==> config.mk <==
export PLATFORM = sky130hd
export DESIGN_NAME = bounded_list_with_value_delete
export DESIGN_NICKNAME = d
export VERILOG_FILES = /design/src/rtl/blvd_pkg.sv /design/src/rtl/bounded_list_with_value_delete.sv /design/src/rtl/blvd_dp.sv /design/src/rtl/blvd_ctrl.sv
export SDC_FILE = /design/constraint.sdc
export NUM_CORES = 1
export LEC_CHECK = 0
export BUFFER_PORTS_ARGS = -buffer_cell sky130_fd_sc_hd__buf_2
export CAP_MARGIN = 20
export CORE_UTILIZATION = 23
export CTS_CLUSTER_DIAMETER = 60
export DETAILED_ROUTE_END_ITERATION = 10
export SKIP_CTS_REPAIR_TIMING = 1
export SYNTH_ARGS = -nofsm -noshare
export SYNTH_HDL_FRONTEND = slang
export SYNTH_HIERARCHICAL = 1
export SYNTH_SLANG_ARGS = --single-unit
==> constraint.sdc <==
create_clock -name i_clk -period 10.7 [get_ports i_clk]
set_input_delay 1.605 -clock i_clk [delete_from_list [all_inputs] [get_ports i_clk]]
set_output_delay 1.605 -clock i_clk [all_outputs]
set_load 0.02 [all_outputs]
==> src/rtl/blvd_pkg.sv <==
`default_nettype none

package blvd_pkg;

    localparam int VAL_W = 32;
    localparam int CMD_W = 3;
    localparam int ST_W  = 2;
    localparam int LEN_W = 5;

    typedef logic [LEN_W-1:0] t_len;
    typedef logic [CMD_W-1:0] t_cmd_code;
    typedef logic [ST_W-1:0]  t_status;
    typedef logic [1:0]       t_rd_sel;
    typedef logic [2:0]       t_idx_op;

    // request codes
    localparam t_cmd_code CMD_PUSH_FRONT = 3'd0;
    localparam t_cmd_code CMD_PUSH_BACK  = 3'd1;
    localparam t_cmd_code CMD_POP_FRONT  = 3'd2;
    localparam t_cmd_code CMD_POP_BACK   = 3'd3;
    localparam t_cmd_code CMD_DEL_FIRST  = 3'd4;
    localparam t_cmd_code CMD_DEL_LAST   = 3'd5;
    localparam t_cmd_code CMD_CLEAR      = 3'd6;

    // result status codes
    localparam t_status ST_OK       = 2'd0;
    localparam t_status ST_EMPTY    = 2'd1;
    localparam t_status ST_NOTFOUND = 2'd2;
    localparam t_status ST_FULL     = 2'd3;

    // read address selection, as an offset from the head
    localparam t_rd_sel RD_HEAD = 2'd0;
    localparam t_rd_sel RD_TAIL = 2'd1;
    localparam t_rd_sel RD_IDX  = 2'd2;
    localparam t_rd_sel RD_IDXN = 2'd3;

    // walk index operations
    localparam t_idx_op IDX_HOLD  = 3'd0;
    localparam t_idx_op IDX_FIRST = 3'd1;
    localparam t_idx_op IDX_LAST  = 3'd2;
    localparam t_idx_op IDX_INC   = 3'd3;
    localparam t_idx_op IDX_DEC   = 3'd4;

    typedef struct packed {
        logic    ready;
        logic    accept;
        logic    push_front;
        logic    push_back;
        logic    pop_front;
        logic    pop_back;
        logic    clear;
        logic    dec_count;
        logic    rd_en;
        t_rd_sel rd_sel;
        logic    wr_shift;
        t_idx_op idx_op;
        logic    load_out;
        t_status out_status;
        logic    out_use_rd;
    } t_dp_cmd;

    typedef struct packed {
        t_cmd_code cmd;
        logic      empty;
        logic      full;
        logic      match;
        logic      at_end;
        logic      next_at_end;
        logic      at_zero;
        logic      out_free;
    } t_dp_sts;

endpackage

`default_nettype wire

==> src/rtl/bounded_list_with_value_delete.sv <==
// Ordered list of up to DEPTH signed 32-bit values, kept in a circular store.
// Input channel: i_in_valid / o_in_stall with i_command and i_value; one
// request is taken at an edge where i_in_valid is high and o_in_stall low.
// Output channel: o_out_valid / i_out_stall with o_status, o_value_out and
// o_length; every request gives exactly one result, in request order.
// Push, pop, clear and unused codes pass through S_EXEC and S_DONE before
// o_out_valid rises; the next request is taken only back in S_IDLE.
// Delete by value walks the store through its single read port: each entry
// compared passes through S_SRD and S_SCMP, then each entry behind the match
// is moved one place toward the head through S_MRD and S_MWR to close the
// gap. The first-match search walks from the head, the last-match search
// from the back; a delete that finds nothing reports ST_NOTFOUND.
// One request is worked on at a time; o_in_stall is low only while idle.
// A finished result waits in the output register while i_out_stall is high,
// and the block holds in its last step until that register is free.
// Reset (synchronous, active low) empties the list and drops any pending
// result; store contents are left as they are.

`default_nettype none

module bounded_list_with_value_delete #(
    parameter int DEPTH = 16
) (
    input  wire                               i_clk,
    input  wire                               i_rst_n,
    input  wire                               i_in_valid,
    output logic                              o_in_stall,
    input  wire [blvd_pkg::CMD_W-1:0]         i_command,
    input  wire signed [blvd_pkg::VAL_W-1:0]  i_value,
    output logic                              o_out_valid,
    input  wire                               i_out_stall,
    output logic [blvd_pkg::ST_W-1:0]         o_status,
    output logic signed [blvd_pkg::VAL_W-1:0] o_value_out,
    output logic [blvd_pkg::LEN_W-1:0]        o_length
);

    blvd_pkg::t_dp_cmd w_cmd;
    blvd_pkg::t_dp_sts w_sts;

    blvd_ctrl u_ctrl (
        .i_clk      (i_clk),
        .i_rst_n    (i_rst_n),
        .i_in_valid (i_in_valid),
        .i_sts      (w_sts),
        .o_cmd      (w_cmd)
    );

    blvd_dp #(
        .DEPTH (DEPTH)
    ) u_dp (
        .i_clk       (i_clk),
        .i_rst_n     (i_rst_n),
        .i_cmd       (w_cmd),
        .o_sts       (w_sts),
        .i_command   (i_command),
        .i_value     (i_value),
        .o_out_valid (o_out_valid),
        .i_out_stall (i_out_stall),
        .o_status    (o_status),
        .o_value_out (o_value_out),
        .o_length    (o_length)
    );

    assign o_in_stall = !w_cmd.ready;

endmodule

`default_nettype wire

==> src/rtl/blvd_dp.sv <==
`default_nettype none

module blvd_dp #(
    parameter int DEPTH = 16
) (
    input  wire                               i_clk,
    input  wire                               i_rst_n,
    input  wire blvd_pkg::t_dp_cmd            i_cmd,
    output blvd_pkg::t_dp_sts                 o_sts,
    input  wire [blvd_pkg::CMD_W-1:0]         i_command,
    input  wire signed [blvd_pkg::VAL_W-1:0]  i_value,
    output logic                              o_out_valid,
    input  wire                               i_out_stall,
    output logic [blvd_pkg::ST_W-1:0]         o_status,
    output logic signed [blvd_pkg::VAL_W-1:0] o_value_out,
    output logic [blvd_pkg::LEN_W-1:0]        o_length
);

    localparam int AW = (DEPTH > 1) ? $clog2(DEPTH) : 1;
    localparam int CW = $clog2(DEPTH + 1);

    typedef logic [AW:0] t_wide;

    localparam t_wide DEPTH_W = t_wide'(DEPTH);

    logic [blvd_pkg::VAL_W-1:0] r_mem [DEPTH];
    logic [blvd_pkg::VAL_W-1:0] r_rdata;
    logic [blvd_pkg::VAL_W-1:0] r_val;
    blvd_pkg::t_cmd_code        r_cmd;
    logic [AW-1:0]              r_head;
    logic [AW-1:0]              n_head;
    logic [CW-1:0]              r_count;
    logic [CW-1:0]              n_count;
    logic [AW-1:0]              r_idx;
    logic [AW-1:0]              n_idx;
    logic                       r_out_valid;
    blvd_pkg::t_status          r_status;
    logic [blvd_pkg::VAL_W-1:0] r_vout;
    blvd_pkg::t_len             r_len;

    t_wide         head_w;
    t_wide         count_w;
    t_wide         idx_w;
    t_wide         rd_off;
    logic [AW-1:0] rd_addr;
    logic [AW-1:0] wr_addr;
    logic [AW-1:0] head_dec;
    logic [AW-1:0] head_inc;
    logic          wr_en;
    logic          out_free;

    // fold an offset from the head back into the circular store
    function automatic logic [AW-1:0] wrap_addr(input t_wide s);
        t_wide t;
        t = (s >= DEPTH_W) ? s - DEPTH_W : s;
        return t[AW-1:0];
    endfunction

    assign head_w   = t_wide'(r_head);
    assign count_w  = t_wide'(r_count);
    assign idx_w    = t_wide'(r_idx);
    assign head_dec = (r_head == '0) ? AW'(DEPTH - 1) : r_head - AW'(1);
    assign head_inc = (r_head == AW'(DEPTH - 1)) ? '0 : r_head + AW'(1);
    assign out_free = !r_out_valid || !i_out_stall;

    always_comb begin
        unique case (i_cmd.rd_sel)
            blvd_pkg::RD_HEAD: rd_off = '0;
            blvd_pkg::RD_TAIL: rd_off = count_w - t_wide'(1);
            blvd_pkg::RD_IDX:  rd_off = idx_w;
            blvd_pkg::RD_IDXN: rd_off = idx_w + t_wide'(1);
            default:           rd_off = '0;
        endcase
        rd_addr = wrap_addr(head_w + rd_off);
    end

    always_comb begin
        wr_en = i_cmd.push_front || i_cmd.push_back || i_cmd.wr_shift;
        priority if (i_cmd.push_front) begin
            wr_addr = head_dec;
        end else if (i_cmd.push_back) begin
            wr_addr = wrap_addr(head_w + count_w);
        end else begin
            wr_addr = wrap_addr(head_w + idx_w);
        end
    end

    always_ff @(posedge i_clk) begin
        if (wr_en) begin
            r_mem[wr_addr] <= i_cmd.wr_shift ? r_rdata : r_val;
        end
        if (i_cmd.rd_en) begin
            r_rdata <= r_mem[rd_addr];
        end
    end

    always_comb begin
        n_head  = r_head;
        n_count = r_count;
        if (i_cmd.push_front) begin
            n_head  = head_dec;
            n_count = r_count + CW'(1);
        end else if (i_cmd.push_back) begin
            n_count = r_count + CW'(1);
        end else if (i_cmd.pop_front) begin
            n_head  = head_inc;
            n_count = r_count - CW'(1);
        end else if (i_cmd.pop_back || i_cmd.dec_count) begin
            n_count = r_count - CW'(1);
        end else if (i_cmd.clear) begin
            n_count = '0;
        end
    end

    always_comb begin
        unique case (i_cmd.idx_op)
            blvd_pkg::IDX_HOLD:  n_idx = r_idx;
            blvd_pkg::IDX_FIRST: n_idx = '0;
            blvd_pkg::IDX_LAST:  n_idx = AW'(r_count - CW'(1));
            blvd_pkg::IDX_INC:   n_idx = r_idx + AW'(1);
            blvd_pkg::IDX_DEC:   n_idx = r_idx - AW'(1);
            default:             n_idx = r_idx;
        endcase
    end

    always_ff @(posedge i_clk) begin
        if (!i_rst_n) begin
            r_head      <= '0;
            r_count     <= '0;
            r_out_valid <= 1'b0;
        end else begin
            r_head  <= n_head;
            r_count <= n_count;
            if (i_cmd.load_out) begin
                r_out_valid <= 1'b1;
            end else if (!i_out_stall) begin
                r_out_valid <= 1'b0;
            end
        end
    end

    always_ff @(posedge i_clk) begin
        r_idx <= n_idx;
        if (i_cmd.accept) begin
            r_cmd <= i_command;
            r_val <= i_value;
        end
        if (i_cmd.load_out) begin
            r_status <= i_cmd.out_status;
            r_vout   <= i_cmd.out_use_rd ? r_rdata : '0;
            r_len    <= blvd_pkg::t_len'(r_count);
        end
    end

    always_comb begin
        o_sts.cmd         = r_cmd;
        o_sts.empty       = (r_count == '0);
        o_sts.full        = (r_count == CW'(DEPTH));
        o_sts.match       = (r_rdata == r_val);
        o_sts.at_end      = (idx_w + t_wide'(1) == count_w);
        o_sts.next_at_end = (idx_w + t_wide'(2) == count_w);
        o_sts.at_zero     = (r_idx == '0);
        o_sts.out_free    = out_free;
    end

    assign o_out_valid = r_out_valid;
    assign o_status    = r_status;
    assign o_value_out = r_vout;
    assign o_length    = r_len;

endmodule

`default_nettype wire

==> src/rtl/blvd_ctrl.sv <==
`default_nettype none

module blvd_ctrl (
    input  wire                    i_clk,
    input  wire                    i_rst_n,
    input  wire                    i_in_valid,
    input  wire blvd_pkg::t_dp_sts i_sts,
    output blvd_pkg::t_dp_cmd      o_cmd
);

    localparam logic [2:0] S_IDLE = 3'd0;
    localparam logic [2:0] S_EXEC = 3'd1;
    localparam logic [2:0] S_SRD  = 3'd2;
    localparam logic [2:0] S_SCMP = 3'd3;
    localparam logic [2:0] S_MRD  = 3'd4;
    localparam logic [2:0] S_MWR  = 3'd5;
    localparam logic [2:0] S_DONE = 3'd6;

    logic [2:0]        r_state;
    logic [2:0]        n_state;
    blvd_pkg::t_status r_res;
    blvd_pkg::t_status n_res;
    logic              r_use_rd;
    logic              n_use_rd;
    logic              first;

    assign first = (i_sts.cmd == blvd_pkg::CMD_DEL_FIRST);

    always_comb begin
        o_cmd    = '0;
        n_state  = r_state;
        n_res    = r_res;
        n_use_rd = r_use_rd;
        unique case (r_state)
            S_IDLE: begin
                o_cmd.ready = 1'b1;
                if (i_in_valid) begin
                    o_cmd.accept = 1'b1;
                    n_state      = S_EXEC;
                end
            end
            S_EXEC: begin
                n_res    = blvd_pkg::ST_OK;
                n_use_rd = 1'b0;
                n_state  = S_DONE;
                unique case (i_sts.cmd)
                    blvd_pkg::CMD_PUSH_FRONT, blvd_pkg::CMD_PUSH_BACK: begin
                        if (i_sts.full) begin
                            n_res = blvd_pkg::ST_FULL;
                        end else begin
                            o_cmd.push_front = (i_sts.cmd == blvd_pkg::CMD_PUSH_FRONT);
                            o_cmd.push_back  = (i_sts.cmd == blvd_pkg::CMD_PUSH_BACK);
                        end
                    end
                    blvd_pkg::CMD_POP_FRONT, blvd_pkg::CMD_POP_BACK: begin
                        if (i_sts.empty) begin
                            n_res = blvd_pkg::ST_EMPTY;
                        end else begin
                            o_cmd.rd_en = 1'b1;
                            if (i_sts.cmd == blvd_pkg::CMD_POP_FRONT) begin
                                o_cmd.rd_sel    = blvd_pkg::RD_HEAD;
                                o_cmd.pop_front = 1'b1;
                            end else begin
                                o_cmd.rd_sel   = blvd_pkg::RD_TAIL;
                                o_cmd.pop_back = 1'b1;
                            end
                            n_use_rd = 1'b1;
                        end
                    end
                    blvd_pkg::CMD_DEL_FIRST, blvd_pkg::CMD_DEL_LAST: begin
                        if (i_sts.empty) begin
                            n_res = blvd_pkg::ST_EMPTY;
                        end else begin
                            o_cmd.idx_op = first ? blvd_pkg::IDX_FIRST : blvd_pkg::IDX_LAST;
                            n_state      = S_SRD;
                        end
                    end
                    blvd_pkg::CMD_CLEAR: begin
                        if (i_sts.empty) begin
                            n_res = blvd_pkg::ST_EMPTY;
                        end else begin
                            o_cmd.clear = 1'b1;
                        end
                    end
                    default: begin
                        // unused code: report ok, touch nothing
                    end
                endcase
            end
            S_SRD: begin
                o_cmd.rd_en  = 1'b1;
                o_cmd.rd_sel = blvd_pkg::RD_IDX;
                n_state      = S_SCMP;
            end
            S_SCMP: begin
                if (i_sts.match) begin
                    if (i_sts.at_end) begin
                        // last entry matched: nothing to close up
                        o_cmd.dec_count = 1'b1;
                        n_state         = S_DONE;
                    end else begin
                        n_state = S_MRD;
                    end
                end else if (first ? i_sts.at_end : i_sts.at_zero) begin
                    n_res   = blvd_pkg::ST_NOTFOUND;
                    n_state = S_DONE;
                end else begin
                    o_cmd.idx_op = first ? blvd_pkg::IDX_INC : blvd_pkg::IDX_DEC;
                    n_state      = S_SRD;
                end
            end
            S_MRD: begin
                o_cmd.rd_en  = 1'b1;
                o_cmd.rd_sel = blvd_pkg::RD_IDXN;
                n_state      = S_MWR;
            end
            S_MWR: begin
                o_cmd.wr_shift = 1'b1;
                if (i_sts.next_at_end) begin
                    o_cmd.dec_count = 1'b1;
                    n_state         = S_DONE;
                end else begin
                    o_cmd.idx_op = blvd_pkg::IDX_INC;
                    n_state      = S_MRD;
                end
            end
            S_DONE: begin
                o_cmd.out_status = r_res;
                o_cmd.out_use_rd = r_use_rd;
                if (i_sts.out_free) begin
                    o_cmd.load_out = 1'b1;
                    n_state        = S_IDLE;
                end
            end
            default: begin
                n_state = S_IDLE;
            end
        endcase
    end

    always_ff @(posedge i_clk) begin
        if (!i_rst_n) begin
            r_state <= S_IDLE;
        end else begin
            r_state <= n_state;
        end
    end

    always_ff @(posedge i_clk) begin
        r_res    <= n_res;
        r_use_rd <= n_use_rd;
    end

endmodule

`default_nettype wire

==> impl_metrics.tcl, run 1 <==
set metrics [dict create \
    status "completed" \
    path_class "reg -> reg" \
    reg2reg_slack_ps 4550 \
    design.die.area_sq_mm 0.116 \
    globalplace.congestion 0.774 \
    placed_area_sq_mm 0.0286 \
    overflow 0 \
    multi_input_area_sq_mm 0.00697 \
    synth_compound_area_frac 0.0471 \
    route.detailed.drc 0 \
    drt_iter0_drc 1294 \
    synth-simple-area-share 0.0592 \
    ir_drop_mv 0.123 \
    clk_path_buf_depth 3 \
    setup_viol 0 \
    worst_slew_pin_slew_ps 1170 \
    intPower_w 0.00448 \
    mappedNetlistNets 1493 \
    syn_inst 1436 \
    cp-end-kind "flip-flop" \
    synth_seq_cells 638 \
    die_w_um 340 \
    finish.net_count 1583 \
    ant_nets 0 \
    startpoint_type "flip-flop" \
    cts_buffers 59 \
    p_sw_frac 0.272 \
    finClkSkew_ps 56.0 \
    cts_tree "yes" \
    rr_endpoint "u_dp/r_rdata[27]" \
    yosysWarningCount 6 \
    reg2reg_depth 19 \
    start_util 0.233 \
    leakage_nw 9.56 \
    root_buffer "clkbuf_16" \
    clock.fmax_mhz 163 \
    syn_area_per_cell_sq_um 18.3 \
    pwr-share-seq 0.485 \
    p_total_w 0.00616 \
    crit_path_start "u_dp/count_w[0]" \
    setup.worst_path.end "u_dp/r_rdata[27]" \
    ys_seq_area_frac 0.723 \
    synth_ff_type "edfxtp_1" \
    seq_area_sq_mm 0.0190 \
    synth_xor_area_frac 0.0170 \
    timing.rr.start "u_dp/count_w[0]" \
    drive_gt1_frac 0.265 \
    routedWlPerCell_um 22.3 \
    post-route-min-period_ps 6150 \
    rows 123 \
    clockPowerShare 0.332 \
    timing.final.crit_share 0.574 \
    syn_to_final_growth_pct 15.8 \
    ys_types 66 \
    min_path_cells 2 \
    core_area_sq_mm 0.113 \
    io_pins 80 \
    required_ps 11050 \
    clk_pin_slew_ps 70 \
    first_global_vias 13800 \
    clk_latency_ps 650 \
    drv_cap 0 \
    synth_top_family_by_area "multiplexers" \
    slew_violations 0 \
    hold_violations 0 \
    nFillCells 11300 \
    grtUsageTotal 0.115 \
    path_max_fanout 58 \
    io_buffers 79 \
    final_cells 3076 \
    dieHeight_um 340 \
    via_per_inst 4.59 \
    grt_setup_unrepaired "no" \
    grt_max_degree 91 \
    wl_mm 68.7 \
    hp-class "reg -> reg" \
    power_density_mw_per_mm2 202 \
    finalInstanceArea_sq_mm 0.0305 \
    max_slew_margin 0.212 \
    vias 14100 \
    clock_sinks 638 \
    synth_edf_count 625 \
    hold_slack_ps 509 \
    dp_cells 2965 \
    grt_pass1_wl_mm 98.0 \
    cts_max_level 2 \
    async_flop_share 0 \
    p_comb_frac 0.183 \
    drt-pass1-iter-count 7 \
    synthMuxAreaShare 0.125 \
    dp_hpwl_mm 36.8 \
    netlist_area_sq_mm 0.0263 \
    synthAdderAreaFrac 0.00941 \
    fin_setup_tns_ps 0 \
    antenna_found_initial 2 \
    arrival_ps 6500 \
    netSwitchingPower_w 0.00168 \
]
[per-stage QoR]
| stage | worst slack [ps] | util |
|---|---|---|
| after detailed placement | 4620 | 0.253 |
| final | 4550 | 0.270 |
| after global routing | 4230 | 0.270 |
| after global placement | 4780 | 0.253 |
| after CTS | 4610 | 0.270 |
| after floorplan | 5050 | - |
[cell families after synthesis]
| kind of cell | after synthesis |
|---|---|
| AND/OR/NAND/NOR | 310 |
| flip-flops | 638 |
| buffers and inverters | 104 |
| AO/OA/AOI/OAI | 150 |
| adder cells (fa/ha/maj) | 18 |
| multiplexers | 165 |
| XOR/XNOR | 51 |
[power groups by stage]
stage	registers, W	clock network, W	logic, W
4_1_cts	0.00298	0.00209	0.00114
5_1_grt	0.00299	0.00218	0.00122
3_5_place_dp	0.00304	0	0.00114
3_3_place_gp	0.00304	0	0.00111
6_report	0.00299	0.00205	0.00113
2_1_floorplan	0.00299	0	0.000843
[critical path, stage by stage, from the launching register on]
cell	delay (ps)
dfxtp_1	560
inv_1	140
ha_1	280
or3b_2	230
nor2_1	70
and2b_1	270
nand2b_1	110
inv_1	100
nand4_1	90
a21oi_1	520
xor2_1	150
nand2_1	100
o21ai_0	160
ha_4	220
fa_4	1220
buf_4	820
mux4_2	410
nand2_1	80
a22o_1	160
o211ai_2	80
[Yosys cell counts, types with 3 or more instances]
| cell | count | area, sq um |
|---|---|---|
| o211ai_1 | 8 | 60.1 |
| fa_1 | 3 | 60.1 |
| a22o_1 | 32 | 280 |
| dfxtp_1 | 13 | 260 |
| clkbuf_1 | 43 | 161 |
| o21ai_0 | 21 | 105 |
| inv_1 | 20 | 75.1 |
| buf_6 | 7 | 78.8 |
| and2_1 | 39 | 244 |
| a21o_1 | 6 | 45.0 |
| nand3b_1 | 4 | 30.0 |
| mux2_2 | 34 | 383 |
| nand2_1 | 133 | 499 |
| o211ai_2 | 29 | 363 |
| edfxtp_1 | 625 | 18800 |
| mux2i_1 | 3 | 30.0 |
| nand4_1 | 36 | 225 |
| nand3_1 | 4 | 20.0 |
| buf_4 | 7 | 52.6 |
| a21oi_1 | 18 | 90.1 |
| o31ai_1 | 4 | 30.0 |
| a211oi_1 | 3 | 22.5 |
| nor3_1 | 14 | 70.1 |
| nor2_1 | 38 | 143 |
| xnor2_1 | 11 | 96.3 |
| nor2b_1 | 3 | 18.8 |
| buf_2 | 25 | 125 |
| mux4_2 | 128 | 2880 |
| xor2_1 | 40 | 350 |
| o31a_1 | 3 | 26.3 |
| nor4_1 | 11 | 68.8 |
| o22ai_1 | 7 | 43.8 |
| nand2b_1 | 9 | 56.3 |
| o21a_1 | 3 | 22.5 |
| ha_1 | 15 | 188 |
[worst min-delay path by stage]
stage	from	to	slack (ps)
after global routing	u_ctrl/r_res[0]	u_dp/o_status[0]	550
final	u_dp/o_out_valid	u_dp/o_out_valid	510
after CTS	u_dp/o_out_valid	u_dp/o_out_valid	520
after floorplan	u_dp/count_w[3]	u_dp/o_length[3]	410
after detailed placement	u_dp/o_out_valid	u_dp/o_out_valid	500
after global placement	u_dp/o_out_valid	u_dp/o_out_valid	490
[flip-flops by register name, indices dropped and copies added, names as in the netlist, 3 cells and up]
register          flops
u_ctrl/r_state        3
u_dp/o_length         5
u_dp/r_val           32
u_dp/o_value_out     32
u_dp/r_idx            4
u_dp/r_head           4
u_dp/r_mem          512
u_dp/count_w          5
u_dp/r_rdata         32
u_dp/r_cmd            3
[final cells by class]
| class | count | area share |
|---|---|---|
| flip-flops and latches | 638 | 0.625 |
| inverters | 20 | 0.00246 |
| diodes | 2 | 0.000164 |
| clock inverters | 40 | 0.0108 |
| well taps | 1500 | 0.0616 |
| multi-input cells | 694 | 0.229 |
| repair buffers | 113 | 0.0218 |
| clock buffers | 69 | 0.0497 |
[layout by cell type, fill, tap and decap left out, types with 5 or more instances in the layout]
cell | netlist | final
ha_1 | 15 | 14
a21oi_1 | 18 | 18
xor2_1 | 40 | 39
nand2b_1 | 9 | 9
buf_2 | 25 | 79
clkbuf_16 | 0 | 59
buf_4 | 7 | 33
o21ai_0 | 21 | 21
inv_1 | 20 | 20
clkinv_1 | 0 | 22
and2_1 | 39 | 37
clkinv_2 | 0 | 7
o211ai_1 | 8 | 8
mux4_2 | 128 | 128
nor3_1 | 14 | 10
a22o_1 | 32 | 32
dfxtp_1 | 13 | 13
nand4_1 | 36 | 36
nand2_1 | 133 | 132
edfxtp_1 | 625 | 625
o211ai_2 | 29 | 28
xnor2_1 | 11 | 10
nor2_4 | 0 | 12
nor2_1 | 38 | 26
mux2_2 | 34 | 34
o22ai_1 | 7 | 7
clkbuf_1 | 43 | 10
a21o_1 | 6 | 5
nor4_1 | 11 | 10
[layer usage]
metal	share of wire	routed length, um	global-route usage
met1	0.45	30800	0.168
met2	0.46	31400	0.176
met3	0.080	5490	0.0223
met4	0.015	1000	0.0242
met5	0.00012	8	0
Note: power is estimated with default switching activity, not from simulation.
==> inputs of run 2 (changes only) <==
==> constraint.sdc (replaced) <==
create_clock -name i_clk -period 6.4 [get_ports i_clk]
set_input_delay 0.96 -clock i_clk [delete_from_list [all_inputs] [get_ports i_clk]]
set_output_delay 0.96 -clock i_clk [all_outputs]
set_load 0.02 [all_outputs]
==> impl_metrics.tcl, run 2 (synthesis results as in run 1) <==
set metrics [dict create \
    overflow 0 \
    final_cell_mix "edfxtp_1 (625), nand2_1 (132), mux4_2 (128), buf_2 (79), clkbuf_16 (59)" \
    required_ps 6840 \
    drt_iter0_drc 1327 \
    worst_slew_pin_slew_ps 1120 \
    wl_mm 66.0 \
    root_buffer "clkbuf_16" \
    p_total_w 0.0105 \
    largest_register_ffs 512 \
    core_area_sq_mm 0.113 \
    p_sw_frac 0.266 \
    mostFrequentLayoutCell "edfxtp_1" \
    start_util 0.233 \
    io_buffers 79 \
    first_global_vias 14000 \
    setup_viol 0 \
    largest-register "u_dp/r_mem" \
    drt-pass1-iter-count 7 \
    ir_drop_mv 0.281 \
    finish.net_count 1587 \
    globalplace.congestion 0.774 \
    netSwitchingPower_w 0.00280 \
    cp-end-kind "flip-flop" \
    clockPowerShare 0.344 \
    pwr-share-seq 0.474 \
    grt_max_degree 101 \
    clk_pin_slew_ps 70 \
    routedWlPerCell_um 21.4 \
    ant_nets 0 \
    slew_violations 0 \
    nFillCells 11300 \
    die_w_um 340 \
    post-route-min-period_ps 5620 \
    fin_setup_tns_ps 0 \
    io_pins 80 \
    grt_setup_unrepaired "no" \
    path_max_fanout 9 \
    status "completed" \
    cts_max_level 2 \
    design.die.area_sq_mm 0.116 \
    drv_cap 0 \
    grtUsageTotal 0.112 \
    power_density_mw_per_mm2 343 \
    drive_gt1_frac 0.272 \
    clock.fmax_mhz 178 \
    leakage_nw 9.68 \
    startpoint_type "flip-flop" \
    route.detailed.drc 0 \
    intPower_w 0.00773 \
    finClkSkew_ps 37.0 \
    cts_tree "yes" \
    dp_slack_ps 1010 \
    hold_violations 0 \
    reg2reg_slack_ps 780 \
    clock_sinks 638 \
    vias 14000 \
    syn_to_final_growth_pct 16.7 \
    max_slew_margin 0.250 \
    hp-class "in -> reg" \
    clk_latency_ps 650 \
    cts_buffers 59 \
    clk_path_buf_depth 3 \
    setup_slack_ps 779 \
    antenna_found_initial 2 \
    dp_hpwl_mm 37.5 \
    path_class "reg -> reg" \
    rows 123 \
    dieHeight_um 340 \
    arrival_ps 6060 \
    grt_pass1_wl_mm 96.5 \
    via_per_inst 4.55 \
    p_comb_frac 0.181 \
    timing.final.crit_share 0.878 \
    final_util 0.272 \
]
-- run 2: cell types whose count changed in the layout (fill, tap and decap cells not counted), moves of 3 or more --
| cell | delta |
|---|---|
| buf_12 | +7 |
| buf_4 | -3 |
| bufinv_16 | +5 |
| clkinv_1 | -10 |
| clkinv_2 | +4 |
-- run 2: final cells by class --
class                   instances  area, sq um  share of cell area
diodes                          1         2.50           0.0000815
clock buffers                  70         1520              0.0494
clock inverters                39          468              0.0152
inverters                      20         75.1             0.00244
multi-input cells             694         6970               0.227
flip-flops and latches        638        19000               0.619
well taps                    1500         1880              0.0611
repair buffers                117          781              0.0254
-- run 2: per-layer routing --
| metal | vias to the layer above | GRT usage | share of wire |
|---|---|---|---|
| met5 | - | 0 | 0 |
| met4 | 0 | 0.0202 | 0.012 |
| met3 | 65 | 0.0230 | 0.076 |
| met2 | 532 | 0.174 | 0.45 |
| met1 | 7452 | 0.163 | 0.46 |
| li1 | 5949 | - | - |
-- run 2: critical path, cell delays in order (launching register included) --
cell and delay [ps]:
edfxtp_1 440, xor2_1 290, nor4_1 930, nand4_1 230
nor2_1 810, and4bb_2 320, a32oi_1 210, o21ai_0 410
nor2_1 300, nand2_1 150, inv_1 200, ha_1 260
a21o_1 160, a21oi_1 170, xnor2_1 170, a21oi_1 100
o22ai_1 240
-- run 2: per-stage QoR --
step	hold WS [ps]	cells	cell area [sq um]
floorplan	406	1436	26300
global placement	505	2968	28700
detailed placement	510	2968	28700
CTS	440	3077	30700
global route	450	3078	30700
finish	485	3079	30700
-- run 2: power by group through the flow --
stage | registers (W) | clock network, W | logic, W
6_report | 0.00500 | 0.00363 | 0.00191
5_1_grt | 0.00501 | 0.00387 | 0.00206
4_1_cts | 0.00500 | 0.00371 | 0.00192
3_5_place_dp | 0.00508 | 0 | 0.00192
3_3_place_gp | 0.00508 | 0 | 0.00187
2_1_floorplan | 0.00499 | 0 | 0.00141
-- run 2: worst paths after layout --
check                    from          endpoint  cells past startpoint
min reg2reg  u_dp/o_out_valid  u_dp/o_out_valid                      2
max           u_dp/r_rdata[7]     u_dp/r_idx[3]                     16
min                i_value[5]     u_dp/r_val[5]                      1
max reg2reg   u_dp/r_rdata[7]     u_dp/r_idx[3]                     16
==> inputs of run 3 (changes only) <==
--- a/config.mk
+++ b/config.mk
@@ -5,11 +5,11 @@
 export SDC_FILE = /design/constraint.sdc
 export NUM_CORES = 1
 export LEC_CHECK = 0
-export BUFFER_PORTS_ARGS = -buffer_cell sky130_fd_sc_hd__buf_2
 export CAP_MARGIN = 20
 export CORE_UTILIZATION = 23
 export CTS_CLUSTER_DIAMETER = 60
 export DETAILED_ROUTE_END_ITERATION = 10
+export DONT_BUFFER_PORTS = 1
 export SKIP_CTS_REPAIR_TIMING = 1
 export SYNTH_ARGS = -nofsm -noshare
 export SYNTH_HDL_FRONTEND = slang
==> impl_metrics.tcl, run 3 (synthesis results as in run 1) <==
set metrics [dict create \
    status "completed" \
    drv_cap 0 \
    core_area_sq_mm 0.113 \
    overflow 0 \
    cts_tree "yes" \
    p_sw_frac 0.264 \
    drt-pass1-iter-count 5 \
    dp_hpwl_mm 37.7 \
    ant_nets 0 \
    finish.net_count 1509 \
    final_cells 3004 \
    clk_latency_ps 650 \
    final_util 0.269 \
    p_comb_frac 0.179 \
    rows 123 \
    clk_path_buf_depth 3 \
    clockPowerShare 0.353 \
    slew_violations 0 \
    grt_pass1_wl_mm 96.2 \
    vias 13700 \
    cts_max_level 2 \
    syn_to_final_growth_pct 15.7 \
    finClkSkew_ps 31.9 \
    via_per_inst 4.56 \
    drt_iter0_drc 1414 \
    slowest_delay_ps 1140 \
    start_util 0.233 \
    globalplace.congestion 0.776 \
    grt_setup_unrepaired "no" \
    io_buffers 0 \
    max_slew_margin 0.359 \
    fin_setup_tns_ps 0 \
    route.detailed.drc 0 \
    hold_slack_ps 406 \
    worstPathCellList "inv_1 > ha_1 > or3b_2 > nor2_1 > and2b_1 > nand2b_1 > inv_1 > nand4_1 > a21oi_1 > xor2_1 > nand2_1 > o21ai_0 > ha_4 > fa_4 > buf_12 > mux4_2 > nand2_1 > a22o_1 > o211ai_2" \
    num_antenna_cells 0 \
    path_max_fanout 38 \
    largest-register "u_dp/r_mem" \
    cp-end-kind "flip-flop" \
    grt_max_degree 65 \
    clock_sinks 638 \
    intPower_w 0.00786 \
    routedWlPerCell_um 21.9 \
    pwr-share-seq 0.468 \
    required_ps 6770 \
    io_pins 80 \
    hp-class "in -> reg" \
    timing.final.crit_share 0.843 \
    clk_pin_slew_ps 60 \
    die_w_um 340 \
    worst_slew_pin_slew_ps 962 \
    arrival_ps 5770 \
    power_density_mw_per_mm2 351 \
    dieHeight_um 340 \
    largest_register_ffs 512 \
    clock.fmax_mhz 185 \
    grtUsageTotal 0.112 \
    final_cell_mix "edfxtp_1 (625), nand2_1 (132), mux4_2 (128), clkbuf_16 (62), xor2_1 (39)" \
    root_buffer "clkbuf_16" \
    drive_gt1_frac 0.239 \
    netSwitchingPower_w 0.00282 \
    path_class "reg -> reg" \
    first_global_vias 13800 \
    wl_mm 65.8 \
    leakage_nw 9.39 \
    cts_buffers 61 \
    hold_violations 0 \
    dp_cells 2889 \
    setup_viol 0 \
    mostFrequentLayoutCell "edfxtp_1" \
    design.die.area_sq_mm 0.116 \
    antenna_found_initial 10 \
    slowest_stage "fa_4" \
    ir_drop_mv 0.245 \
    startpoint_type "flip-flop" \
    post-route-min-period_ps 5400 \
]
## run 3: changes by cell type in the layout (fill, tap and decap cells not counted), sizes merged
cell | before | now
buf | 117 | 37
bufinv | 9 | 10
clkbuf | 70 | 73
clkinvlp | 2 | 3
diode | 1 | 0
inv | 21 | 22
## run 3: worst paths after layout
| check | startpoint | end | slack, ps | cells past startpoint |
|---|---|---|---|---|
| worst max-delay path | u_dp/count_w[0] | u_dp/r_rdata[16] | 1000 | 19 |
| worst min-delay path | i_value[3] | u_dp/r_val[3] | 410 | 0 |
| worst min register to register | u_ctrl/r_res[1] | u_dp/o_status[1] | 520 | 1 |
| worst max register to register | u_dp/count_w[0] | u_dp/r_rdata[16] | 1000 | 19 |
## run 3: area by class of cell
class,count,area [sq um]
Fill cell,11300,82500
Sequential cell,638,19000
Multi-Input combinational cell,694,6970
Tap cell,1500,1880
Clock buffer,73,1590
Clock inverter,42,505
Timing Repair Buffer,37,390
Inverter,20,75.1
## run 3: layer usage
layer  track usage  up-vias  share of wire
li1              -     5782              -
met4        0.0227        2          0.015
met1         0.162     7340           0.45
met5             0        -        0.00020
met3        0.0213       73          0.073
met2         0.173      512           0.46
## run 3: power groups by stage
stage                     registers, W  logic [W]  clock network [W]
after CTS                      0.00500    0.00194            0.00384
after floorplan                0.00499    0.00141                  0
after global placement         0.00509    0.00188                  0
final                          0.00500    0.00191            0.00377
after detailed placement       0.00508    0.00193                  0
after global routing           0.00501    0.00206            0.00399
## run 3: critical path, delay by kind of cell, from the launching register on
kind | cells | cell delay, ps
AO/OA/AOI/OAI | 4 | 880
XOR/XNOR | 1 | 130
adder cells (fa/ha/maj) | 3 | 1640
buffers and inverters | 3 | 570
flip-flops | 1 | 580
multiplexers | 1 | 340
AND/OR/NAND/NOR | 7 | 930
## run 3: stage by stage
stage | instance area [sq um] | worst slack (ps) | power, W
detailed placement | 28300 | 1030 | 0.00701
finish | 30400 | 1000 | 0.0107
global route | 30400 | 608 | 0.0111
CTS | 30400 | 1020 | 0.0108
global placement | 28300 | 1110 | 0.00697
floorplan | 26300 | 746 | 0.00640
